--- src/hw/rtl/kli_pkg.sv ---
// ----------------------------------------------------------------------------
// kli_pkg: shared types and codes for the keyframe interpolator
// Key entry layout, request and status codes, sequencer states and the
// control bundle of the shared multiply/divide unit.
// ----------------------------------------------------------------------------
package kli_pkg;

	localparam int VAL_W     = 32;
	localparam int DIV_STEPS = 32;
	localparam int STEP_W    = $clog2(DIV_STEPS);

	// one stored keyframe
	typedef struct packed {
		logic signed [VAL_W-1:0] t;
		logic signed [VAL_W-1:0] x;
		logic signed [VAL_W-1:0] y;
	} key_t;

	typedef enum logic [1:0] {
		MODE_ADD   = 2'd0,
		MODE_CUT   = 2'd1,
		MODE_QUERY = 2'd2
	} mode_t;

	typedef enum logic [1:0] {
		STAT_OK    = 2'd0,
		STAT_FULL  = 2'd1,
		STAT_EMPTY = 2'd2
	} status_t;

	// main sequencer
	typedef enum logic [3:0] {
		ST_IDLE,
		ST_DISPATCH,
		ST_ADD_RD,
		ST_ADD_CHK,
		ST_ADD_PUT,
		ST_CUT_RD,
		ST_CUT_CHK,
		ST_Q_FIRST,
		ST_Q_LAST,
		ST_Q_RDR,
		ST_Q_CHKR,
		ST_ARG,
		ST_MD_GO,
		ST_MD_WAIT,
		ST_DONE
	} state_t;

	// multiply/divide unit phases
	typedef enum logic [1:0] {
		MD_IDLE,
		MD_MUL,
		MD_DIV
	} md_state_t;

	// request to the multiply/divide unit: quo = floor(mag * num / den)
	typedef struct packed {
		logic             start;
		logic [VAL_W-1:0] mag;
		logic [VAL_W-1:0] num;
		logic [VAL_W-1:0] den;
	} md_req_t;

	typedef struct packed {
		logic             busy;
		logic             done;
		logic [VAL_W-1:0] quo;
	} md_rsp_t;

endpackage

--- src/hw/rtl/kli_key_mem.sv ---
// ----------------------------------------------------------------------------
// kli_key_mem: keyframe table storage
// Single-port memory of key entries, one access per cycle, registered read.
// ----------------------------------------------------------------------------
module kli_key_mem
	import kli_pkg::*;
#(
	parameter int DEPTH = 16,
	parameter int AW    = 4
) (
	input  logic          clk,
	input  logic          we,
	input  logic [AW-1:0] addr,
	input  key_t          wdata,
	output key_t          rdata
);

	key_t mem_q [DEPTH];
	key_t rdata_q;

	// write port
	always_ff @(posedge clk) begin
		if (we) begin
			mem_q[addr] <= wdata;
		end
	end

	// registered read port
	always_ff @(posedge clk) begin
		rdata_q <= mem_q[addr];
	end

	assign rdata = rdata_q;

endmodule

--- config.mk ---
export PLATFORM = sky130hd
export DESIGN_NAME = kli_key_mem
export DESIGN_NICKNAME = d
export VERILOG_FILES = /design/src/hw/rtl/kli_pkg.sv /design/src/hw/rtl/kli_key_mem.sv
export SDC_FILE = /design/constraint.sdc
export NUM_CORES = 1
export LEC_CHECK = 0
export BUFFER_PORTS_ARGS = -buffer_cell sky130_fd_sc_hd__buf_2
export CAP_MARGIN = 20
export CORE_MARGIN = 2
export CORE_UTILIZATION = 45
export CTS_CLUSTER_SIZE = 24
export DETAILED_ROUTE_END_ITERATION = 10
export HOLD_SLACK_MARGIN = 0.12
export MAX_ROUTING_LAYER = met4
export PLACE_DENSITY_LB_ADDON = 0.1
export SYNTH_ARGS = -nofsm -noshare
export SYNTH_HDL_FRONTEND = slang
export SYNTH_SLANG_ARGS = --single-unit
--- constraint.sdc ---
create_clock -name clk -period 16.4 [get_ports clk]
set_input_delay 2.46 -clock clk [delete_from_list [all_inputs] [get_ports clk]]
set_output_delay 2.46 -clock clk [all_outputs]
set_load 0.05 [all_outputs]
* Word level (Yosys, flattened, before mapping)
Memories as Yosys holds them, arrays and structs flattened. A register that Yosys moved wholly into a read port is not among the register bits.
Cells that the tools add are included.
** Operators by class
- Muxes and demuxes :: 2
** Operators by type and width (number)
- $mux 1 :: 2
** Word-level totals
- Bits in registers :: 0
- RAM bits :: 1536
- Input port bits :: 102
- Output and inout bits :: 96
- Word-level logic and storage cells :: 3
- Memories :: 1
** Memories
- mem_q :: words 16, bits a word 96, rd ports 1, clocked after Yosys merged registers in 1, write ports 1, RTL line kli_key_mem.sv:18 : key_t mem_q [DEPTH];

* Logic depth before layout (Yosys ltp)
- Depth after elaboration :: 2
- Gate-level depth with buffers :: 6
- Mapped depth without buffers :: 3

* Worst setup path before layout
No wires, ideal clock.
- Kind :: input-to-reg
- Start point :: input port addr[0]
- End point :: memory mem_q[0][0] in the netlist's numbering (enable)
- Setup time :: 0.668 ns
- Arrival time :: 9.513 ns
- Required time :: 15.732 ns
- Slack :: 6.218 ns
- Stages :: 4
- Path buffers :: 3
- Cell sequence :: buf_2 buf_2 buf_2 nor3_1
** RTL lines
- start: declaration :: RTL line kli_key_mem.sv:13 : input logic [AW-1:0] addr,
- end: declaration :: RTL line kli_key_mem.sv:18
Straight into the memory's write port.

==> impl_metrics.toml <==
[placed_design]
place_ws_ps = 9710
port_buffers = 197
dp_hpwl_um = 65700
finalWeightedCongestion = 0.713
postPlaceCellArea_um2 = 62400

[layout]
layout_commonest_cell = "edfxtp_1"
drive_gt1_frac = 0.308
syn_to_final_growth_pct = 14.3
final_cell_mix = "edfxtp_1, mux4_2, buf_2"
final_cell_area_um2 = 67900
fin_nets = 2853
fin_util = 0.518

[grt]
grt_pass1_vias = 28600
grt_overflow = 0
antenna_found_initial = 28
track_usage = 0.215
grt_pass1_wl_um = 202000
grt_max_degree = 163

[clock_tree]
clock-sinks = 1632
ctsResizeCount = 0
path_clk_slew_ps = 60
h-tree-depth = 4
post-cts-setup-buffer-count = 0
cts_buffer_depth = 3
cts_buffers = 168
clk_latency_ps = 790
hold_buffers = 0
tritoncts = "built"
clock-root-buffer = "clkbuf_16"

[drt]
via_per_inst = 5.75
first_iter_violations = 2687
drc = 0
ant_nets = 0
drtPass1Iterations = 8
vias = 26900
totalWireLength_um = 139000
routedWlPerCell_um = 29.7

[timing]
worst_slew_pin_slew_ps = 1100
slew_viol_final = 0
setup_slack_ps = 10750
hold_viol_final = 0
fmax_ghz = 0.177
timing.slew.headroom = 0.263
layout_min_cycle_time_ps = 5650
rsz0062_at_grt = "no"
clock_skew_ps = 21.8
finalCritPeriodShare = 0.345
setup_violations = 0
setup_tns_ps = 0
whs_ps = 664

[worst_setup_path]
worst-path-buf-inv = 4
crit_chain = "buf_8 > buf_12 > buf_4 > buf_4 > mux4_2 > a22oi_1 > nand2_1"
crit_path_end_kind = "flop"
required_ps = 17050
cp_slowest_cell = "buf_4"
startpoint_type = "input pin"
worstSetupPathType = "input pin to flop"
cpMostUsedCell = "buf_4"
cp_top_family = "buffers and inverters"
arrival_ps = 6310
path_max_fanout = 104
slowest_delay_ps = 850

[pwr]
power_density_nw_per_um2 = 131
power_leakage_nw = 21.7
switchingPower_w = 0.00191
power.internal_w = 0.00698
p_sw_frac = 0.214
power.share.clock = 0.417
pwr-share-seq = 0.528
pwr-share-comb = 0.055
ir_worst_vdd_v = 0.0000773

[synth]
synthesis.nets = 2564
yosysSeqAreaShare = 0.809
syn_inst = 2462
syn-cell-area_um2 = 59400
synth_cell_type_count = 18
synth_seq_cells = 1632
avgSynthCellArea_um2 = 24.1
yosys_warnings = 0

[floorplan]
die_area_um2 = 135000
die_w_um = 367
ios = 198
start_util = 0.453
row_count = 133
core_um2 = 131000
die_h_um = 367

[min_path]
min_path_type = "flop to flop"

[flow_run]
drv_cap = 0

[run_status]
status = "finished, final reports clean"
==> worst min-delay path: stages, from the launching register on <==
cell	delay (ps)
edfxtp_1	310
mux4_2	220
a22oi_1	60
nand2_1	60
==> cell usage after synthesis <==
cell / number / area (um^2)
a22oi_1: 192 / 1440
and2_1: 1 / 6.26
buf_1: 23 / 86.3
buf_2: 38 / 190
buf_4: 10 / 75.1
buf_6: 22 / 248
clkbuf_1: 38 / 143
dfxtp_1: 96 / 1920
edfxtp_1: 1536 / 46100
mux4_2: 384 / 8650
nand2_1: 97 / 364
nand2b_1: 2 / 12.5
nand3_1: 1 / 5.00
nand3b_1: 2 / 15.0
nor2_1: 13 / 48.8
nor2b_1: 2 / 12.5
nor3_1: 4 / 20.0
or3b_2: 1 / 8.76
==> flip-flops by register name, summed over array words and instances (netlist names) <==
name	cells
mem_q	1536
rdata	96
==> layer usage <==
layer / track usage / vias to the layer above / wire length, um
met5: - / - / 0
met4: 0.0498 / 0 / 2400
met3: 0.0482 / 202 / 9630
met2: 0.326 / 825 / 66000
met1: 0.299 / 14600 / 60600
li1: - / 11200 / -
==> kinds of logic after synthesis <==
| group | count (synthesis) | synth area share |
|---|---|---|
| AO/OA/AOI/OAI | 192 | 0.0243 |
| buffers and inverters | 131 | 0.0125 |
| flip-flops | 1632 | 0.809 |
| multiplexers | 384 | 0.146 |
| AND/OR/NAND/NOR | 123 | 0.00830 |
==> power groups by stage <==
stage	clock, W	sequential, W	combinational, W
4_1_cts	0.00379	0.00470	0.000499
5_1_grt	0.00396	0.00470	0.000525
3_3_place_gp	0	0.00478	0.000491
6_report	0.00370	0.00470	0.000490
3_5_place_dp	0	0.00479	0.000498
2_1_floorplan	0	0.00488	0.000223
==> worst paths after layout <==
path / slack, ps / cells after the start / start / end
hold / removal: 660 / 3 / mem_q[15][24]$_DFFE_PP_ / rdata[24]$_DFF_P_
setup / recovery: 10750 / 7 / addr[0] / rdata[85]$_DFF_P_
setup reg to reg: 14970 / 3 / mem_q[11][50]$_DFFE_PP_ / rdata[50]$_DFF_P_
hold reg to reg: 660 / 3 / mem_q[15][24]$_DFFE_PP_ / rdata[24]$_DFF_P_
==> layout make-up <==
class                           instances  area [um^2]
Clock buffer                          244         4810
Fill cell                           10300        63200
Sequential cell                      1632        48000
Antenna cell                           21         52.6
Clock inverter                         71          582
Timing Repair Buffer                  250         1480
Multi-Input combinational cell        699        10700
Tap cell                             1755         2200
==> stage by stage <==
stage / instances / total power [W]
after CTS: 4651 / 0.00899
after floorplan: 2462 / 0.00510
final: 4672 / 0.00889
after global routing: 4667 / 0.00919
after global placement: 4336 / 0.00527
after detailed placement: 4336 / 0.00528
(Power assumes the default switching activity.)
