## src/hw/rtl/kli_pkg.sv

```systemverilog
// ----------------------------------------------------------------------------
// kli_pkg: shared types and codes for the keyframe interpolator
// Key entry layout, request and status codes, sequencer states and the
// control bundle of the shared multiply/divide unit.
// ----------------------------------------------------------------------------
package kli_pkg;

	localparam int VAL_W     = 32;
	localparam int DIV_STEPS = 32;
	localparam int STEP_W    = $clog2(DIV_STEPS);

	// one stored keyframe
	typedef struct packed {
		logic signed [VAL_W-1:0] t;
		logic signed [VAL_W-1:0] x;
		logic signed [VAL_W-1:0] y;
	} key_t;

	typedef enum logic [1:0] {
		MODE_ADD   = 2'd0,
		MODE_CUT   = 2'd1,
		MODE_QUERY = 2'd2
	} mode_t;

	typedef enum logic [1:0] {
		STAT_OK    = 2'd0,
		STAT_FULL  = 2'd1,
		STAT_EMPTY = 2'd2
	} status_t;

	// main sequencer
	typedef enum logic [3:0] {
		ST_IDLE,
		ST_DISPATCH,
		ST_ADD_RD,
		ST_ADD_CHK,
		ST_ADD_PUT,
		ST_CUT_RD,
		ST_CUT_CHK,
		ST_Q_FIRST,
		ST_Q_LAST,
		ST_Q_RDR,
		ST_Q_CHKR,
		ST_ARG,
		ST_MD_GO,
		ST_MD_WAIT,
		ST_DONE
	} state_t;

	// multiply/divide unit phases
	typedef enum logic [1:0] {
		MD_IDLE,
		MD_MUL,
		MD_DIV
	} md_state_t;

	// request to the multiply/divide unit: quo = floor(mag * num / den)
	typedef struct packed {
		logic             start;
		logic [VAL_W-1:0] mag;
		logic [VAL_W-1:0] num;
		logic [VAL_W-1:0] den;
	} md_req_t;

	typedef struct packed {
		logic             busy;
		logic             done;
		logic [VAL_W-1:0] quo;
	} md_rsp_t;

endpackage

```

## src/hw/rtl/kli_muldiv.sv

```systemverilog
// ----------------------------------------------------------------------------
// kli_muldiv: shared scale unit
// One 32x32 multiply, then a restoring divide one quotient bit per cycle.
// The caller guarantees num < den, so the quotient fits in 32 bits.
// ----------------------------------------------------------------------------
module kli_muldiv
	import kli_pkg::*;
(
	input  logic    clk,
	input  logic    arst_n,
	input  md_req_t req,
	output md_rsp_t rsp
);

	md_state_t         state_q;
	md_state_t         state_d;
	logic [STEP_W-1:0] step_q;
	logic              done_q;
	logic [VAL_W-1:0]  a_q;
	logic [VAL_W-1:0]  b_q;
	logic [VAL_W-1:0]  den_q;
	logic [VAL_W-1:0]  rem_q;
	logic [VAL_W-1:0]  lo_q;

	logic [2*VAL_W-1:0] prod;
	logic [VAL_W:0]     trial;
	logic [VAL_W:0]     diff;
	logic               qbit;

	// multiplier and one divide step
	always_comb begin
		prod  = a_q * b_q;
		trial = {rem_q, lo_q[VAL_W-1]};
		diff  = trial - {1'b0, den_q};
		qbit  = !diff[VAL_W];
	end

	// next state
	always_comb begin
		state_d = state_q;
		unique case (state_q)
			MD_IDLE: begin
				if (req.start) begin
					state_d = MD_MUL;
				end
			end
			MD_MUL: state_d = MD_DIV;
			MD_DIV: begin
				if (step_q == STEP_W'(DIV_STEPS - 1)) begin
					state_d = MD_IDLE;
				end
			end
			default: state_d = MD_IDLE;
		endcase
	end

	// control
	always_ff @(posedge clk or negedge arst_n) begin
		if (!arst_n) begin
			state_q <= MD_IDLE;
			step_q  <= '0;
			done_q  <= 1'b0;
		end else begin
			state_q <= state_d;
			done_q  <= (state_q == MD_DIV) && (state_d == MD_IDLE);
			if (state_q == MD_MUL) begin
				step_q <= '0;
			end else if (state_q == MD_DIV) begin
				step_q <= step_q + STEP_W'(1);
			end
		end
	end

	// datapath
	always_ff @(posedge clk) begin
		if (state_q == MD_IDLE && req.start) begin
			a_q   <= req.mag;
			b_q   <= req.num;
			den_q <= req.den;
		end
		if (state_q == MD_MUL) begin
			rem_q <= prod[2*VAL_W-1:VAL_W];
			lo_q  <= prod[VAL_W-1:0];
		end else if (state_q == MD_DIV) begin
			rem_q <= qbit ? diff[VAL_W-1:0] : trial[VAL_W-1:0];
			lo_q  <= {lo_q[VAL_W-2:0], qbit};
		end
	end

	// status outputs
	always_comb begin
		rsp.busy = (state_q != MD_IDLE);
		rsp.done = done_q;
		rsp.quo  = lo_q;
	end

endmodule

```

## config.mk

```make
export PLATFORM = sky130hd
export DESIGN_NAME = kli_muldiv
export DESIGN_NICKNAME = d
export VERILOG_FILES = /design/src/hw/rtl/kli_pkg.sv /design/src/hw/rtl/kli_muldiv.sv
export SDC_FILE = /design/constraint.sdc
export NUM_CORES = 2
export LEC_CHECK = 0
export ABC_AREA = 0
export BUFFER_PORTS_ARGS = -buffer_cell sky130_fd_sc_hd__clkbuf_2
export CELL_PAD_IN_SITES_DETAIL_PLACEMENT = 1
export CELL_PAD_IN_SITES_GLOBAL_PLACEMENT = 1
export CORE_UTILIZATION = 50
export CTS_CLUSTER_SIZE = 16
export DETAILED_ROUTE_END_ITERATION = 10
export GPL_TIMING_DRIVEN = 0
export PLACE_DENSITY_LB_ADDON = 0.1
export SLEW_MARGIN = 20
export SYNTH_ARGS = -nofsm -noshare
export SYNTH_HDL_FRONTEND = slang
export SYNTH_SLANG_ARGS = --single-unit
export TNS_END_PERCENT = 100
```

## constraint.sdc

```tcl
create_clock -name clk -period 18.7 [get_ports clk]
set_input_delay 3.74 -clock clk [delete_from_list [all_inputs] [get_ports clk]]
set_output_delay 3.74 -clock clk [all_outputs]
set_load 0.02 [all_outputs]
```

## Yosys cells after proc, flatten, opt, wreduce, memory -nomap -nowiden

Index checks and enable logic that the tools add are counted.

| storage, ports and cells | value |
|---|---|
| register bits after elaboration | 168 |
| output and inout bits | 34 |

| operators by class | value |
|---|---|
| add/subtract/negate cells | 2 |
| reductions and logical operators | 7 |
| equality and inequality tests | 3 |
| multiply operators | 1 |
| multiplexer cells | 10 |

Operator list:

| operator | count |
|---|---|
| $mux 32 | 5 |
| $mul 32x32->64 | 1 |
| $sub 33x32->33 | 1 |
| $mux 5 | 2 |
| $pmux 2 s3 | 1 |
| $add 5x1->5 const B | 1 |
| $eq 5x5->1 const B | 1 |
| $logic_not 2->1 | 2 |
| $mux 2 | 2 |
| $reduce_bool 2->1 | 2 |
| $eq 2x1->1 const B | 1 |
| $eq 2x2->1 const B | 1 |
| $logic_and 1x1->1 | 2 |
| $logic_not 1->1 | 1 |

## Logic depth before layout (Yosys ltp)

| depth | value |
|---|---|
| depth after elaboration | 5 |
| mapped depth | 28 |
| depth with buffers taken out | 26 |

## Worst setup path after synthesis

OpenSTA, ideal clock, no wires.

| timing path | value |
|---|---|
| kind | register to register |
| start point | register b_q[17] |
| end point | register rem_q[29], data pin |
| arrival | 7199 ps |
| clock period less this slack | 7472 ps |
| path slack | 11228 ps |
| library setup time | 273 ps |
| cell stages (with the launch flop) | 27 |
| data required time | 18427 ps |
| cells stage by stage | edfxtp_1 > clkbuf_1 > and2_1 > fa_1 > inv_1 > fa_1 > inv_1 > fa_1 > inv_1 > fa_1 > inv_1 > fa_1 > fa_1 > fa_1 > fa_1 > ha_1 > clkbuf_1 > a21oi_1 > o21ai_0 > a311o_1 > a221oi_1 > a21oi_1 > o21ai_1 > and3b_1 > a211oi_1 > xor2_1 > a22oi_1 |

| between the ends | value |
|---|---|
| word-level cells in the longest chain between the ends | 2 |

RTL lines:

| what | RTL line | text |
|---|---|---|
| start: declaration | kli_muldiv.sv:20 | `logic [VAL_W-1:0] b_q;` |
| start signal: assignment | kli_muldiv.sv:78 | `b_q <= req.num;` |
| $mul 32x32->64 | kli_muldiv.sv:32 | `prod = a_q * b_q;` |
| $mux 32 | kli_muldiv.sv:81 | `if (state_q == MD_MUL) begin` |
| end signal: assignment | kli_muldiv.sv:82 | `rem_q <= prod[2*VAL_W-1:VAL_W];` |
| end signal: assignment | kli_muldiv.sv:85 | `rem_q <= qbit ? diff[VAL_W-1:0] : trial[VAL_W-1:0];` |
| end: declaration | kli_muldiv.sv:22 | `logic [VAL_W-1:0] rem_q;` |

No other way between the ends.
A chain may end at the register's enable or synchronous reset.

## Worst setup path after layout

| timing path | value |
|---|---|
| start point | register b_q[10] |
| end point | register rem_q[30], data pin |

The elaborated chain is that of the path after synthesis.

==> results.cfg <==
[routing]
via_per_inst = 5.76
ant_nets = 0
firstDrtPassIters = 5
drtIter0Drc = 2351
dr_total_vias = 31700
routed_wl_um = 151000
remaining_drc_errors = 0
wl_per_cell_um = 27.4

[timing]
maxSlewHeadroom = 0.187
tns_ns = 0
slew_viol_final = 0
fin_crit_sh = 0.504
worst_pin_slew_ns = 1.22
fmax_mhz = 106
skew_ns = 0.0384
finalHoldViolCount = 0
rsz0062_at_grt = no
min_period_ns = 9.43
setup-violations-final = 0

[die]
fp.dieH_um = 289
die_w_um = 289
dieArea_sq_um = 83500
fp-row-count = 104
coreArea_sq_um = 81100
ioPinCount = 133
start_util = 0.508

[worst_hold_path]
min-delay-start = step_q[3]$_DFFE_PN0P_
hold_class = reg2reg
holdPathStages = 1
holdPathEnd = step_q[3]$_DFFE_PN0P_

[synth]
yosysWarnings = 0
syn_inst = 4265
synth_seq_area_share = 0.122
ys_types = 67
synthesis.nets = 5562
ys_ff_latch = 168
syn-cell-area_sq_um = 41200
synth-edff-count = 160
ys.flop_type = edfxtp_1
synthArstFlopShare = 0.0476
post_synth.cell_area_avg_sq_um = 9.65

[global_route]
grt_pass1_vias = 35300
grt_max_degree = 50
grt.total_usage = 0.375
grt.overflow.total = 0
antenna_found_initial = 18
grt_first_pass_wirelength_um = 222000

[worst_setup_path]
r2r-start = b_q[10]$_DFFE_PP_
r2r_cells = 26
critical_path_arrival_ns = 9.69
crit_required_ns = 18.96
rr_endpoint = rem_q[30]$_DFFE_PP_
critPathCaptureType = register
startpoint_type = register
crit_fanout = 10
ff2ff_setup_slack_ns = 9.27
worstSetupPathType = reg2reg

[clocking]
numCtsBuffers = 17
cts_sinks = 168
cts_max_level = 4
cts.path.max_buffers = 2
cts_setup_buffers = 0
insertion_delay_ns = 0.55
cts_tree = yes
ctsHoldBuffers = 0
cts-root-buf = clkbuf_16
postCtsResizedCells = 0
path_clk_slew_ns = 0.09

[run_status]
outcome = finished, final reports clean

[cells_and_area]
fillCellCount = 9260
final_area_sq_um = 43900
drive_above_1_share = 0.0487
areaGrowthSynthToFinish_pct = 6.49
nets = 5717
finalNonFillerCells = 5498
fin_util = 0.541

[placed_design]
port_buffers = 132
dpl.hpwl_um = 125000
place_congestion = 0.990
numPlacedInstances = 5460
placed_cell_area_sq_um = 43300

[flow_run]
cap_violations = 0
## stage by stage
stage / setup WS (ns) / hold WS, ns
final: 9.27 / 0.505
after global routing: 9.07 / 0.517
after CTS: 9.25 / 0.501
after detailed placement: 9.30 / 0.482
after global placement: 9.36 / 0.473
after floorplan: 11.23 / 0.439
## flip-flops by register name, indices dropped and copies added, names as in the netlist
name / count
lo_q: 32
step_q: 5
rem_q: 32
done_q: 1
b_q: 32
den_q: 32
a_q: 32
state_q: 2
## final cells by class
type | count | area [sq um] | area share
clock inverter | 12 | 113 | 0.00257
multi-input combinational | 2966 | 31900 | 0.728
antenna | 5 | 12.5 | 0.000285
timing repair buffer | 136 | 754 | 0.0172
inverter | 896 | 3360 | 0.0767
tap | 1060 | 1330 | 0.0302
sequential | 168 | 5000 | 0.114
clock buffer | 20 | 447 | 0.0102
buffer | 235 | 898 | 0.0205
## placed cells by master, fill, tap and decap left out, drive strengths merged, types with 48 or more instances in the layout
cell / n
a21oi: 108
and2: 593
edfxtp: 160
o21ai: 75
mux2i: 48
clkbuf: 381
fa: 897
nand2: 513
a21o: 51
inv: 902
nor2: 55
ha: 301
## how the worst max path moves through the flow
stage                           start                   to  slack (ns)
finish              b_q[10]$_DFFE_PP_  rem_q[30]$_DFFE_PP_        9.27
global route        b_q[10]$_DFFE_PP_  rem_q[29]$_DFFE_PP_        9.07
CTS                  a_q[9]$_DFFE_PP_  rem_q[24]$_DFFE_PP_        9.25
detailed placement   a_q[9]$_DFFE_PP_  rem_q[24]$_DFFE_PP_        9.30
global placement     a_q[9]$_DFFE_PP_  rem_q[29]$_DFFE_PP_        9.36
floorplan           b_q[17]$_DFFE_PP_  rem_q[29]$_DFFE_PP_       11.23
## Yosys cell counts, types with 3 or more instances
library cell | number | area share
o221ai_1 | 3 | 0.00064
and2_1 | 593 | 0.090
nor2b_1 | 7 | 0.0011
xor2_1 | 36 | 0.0077
nand2b_1 | 12 | 0.0018
a21oi_1 | 108 | 0.013
and3_1 | 10 | 0.0015
or3_1 | 7 | 0.0011
ha_1 | 301 | 0.091
xnor2_1 | 47 | 0.010
nand2_1 | 513 | 0.047
o21ai_1 | 4 | 0.00049
a211o_1 | 4 | 0.00085
fa_1 | 897 | 0.44
a31o_2 | 4 | 0.00085
o21a_1 | 13 | 0.0024
buf_2 | 3 | 0.00036
or4_1 | 4 | 0.00073
o21bai_1 | 11 | 0.0020
nand3b_1 | 5 | 0.00091
a31oi_1 | 15 | 0.0023
nor2_1 | 55 | 0.0050
dfrtp_1 | 8 | 0.0049
nand4_1 | 25 | 0.0038
a22oi_1 | 4 | 0.00073
o311ai_0 | 3 | 0.00064
mux2i_1 | 48 | 0.012
a221oi_1 | 6 | 0.0013
a211oi_1 | 9 | 0.0016
nor3_1 | 12 | 0.0015
inv_1 | 896 | 0.082
a21o_1 | 51 | 0.0093
edfxtp_1 | 160 | 0.12
clkbuf_1 | 229 | 0.021
nand3_1 | 19 | 0.0023
o31ai_1 | 6 | 0.0011
mux2_2 | 28 | 0.0077
o21ai_0 | 71 | 0.0086
## kinds of logic after synthesis
group	after synthesis	share of synthesized area
compound gates	337	0.0521
xor+xnor	83	0.0177
fa+ha+maj	1198	0.528
buf+inv	1131	0.103
flops	168	0.122
mux	76	0.0193
simple gates	1272	0.158
## metal layers
layer  GRT usage  wire [um]  vias up
met4       0.274      13000       10
met1       0.453      55400    16500
met5           0         77        -
li1            -          -    13200
met3      0.0827      13000      525
met2       0.593      69300     1414
## worst max-delay path, stage by stage (launching register included)
cell	delay [ns]
edfxtp_1	0.50
clkbuf_1	0.93
nand2_1	0.18
fa_1	0.41
inv_1	0.08
fa_1	0.45
fa_1	0.52
inv_1	0.06
fa_1	0.48
inv_1	0.05
fa_1	0.49
inv_1	0.05
fa_1	0.53
inv_1	0.05
fa_1	0.47
fa_1	0.57
ha_1	0.33
clkbuf_1	0.31
nand2_1	0.15
or3_1	0.38
o21ai_0	0.63
a21oi_1	0.40
o21ai_1	0.53
a221oi_1	0.17
a21oi_1	0.18
xnor2_1	0.15
mux2i_1	0.09
Power is left out: the tool's default activity adds up to more than one toggle a clock period on the data nets, which glitch-free logic cannot reach.
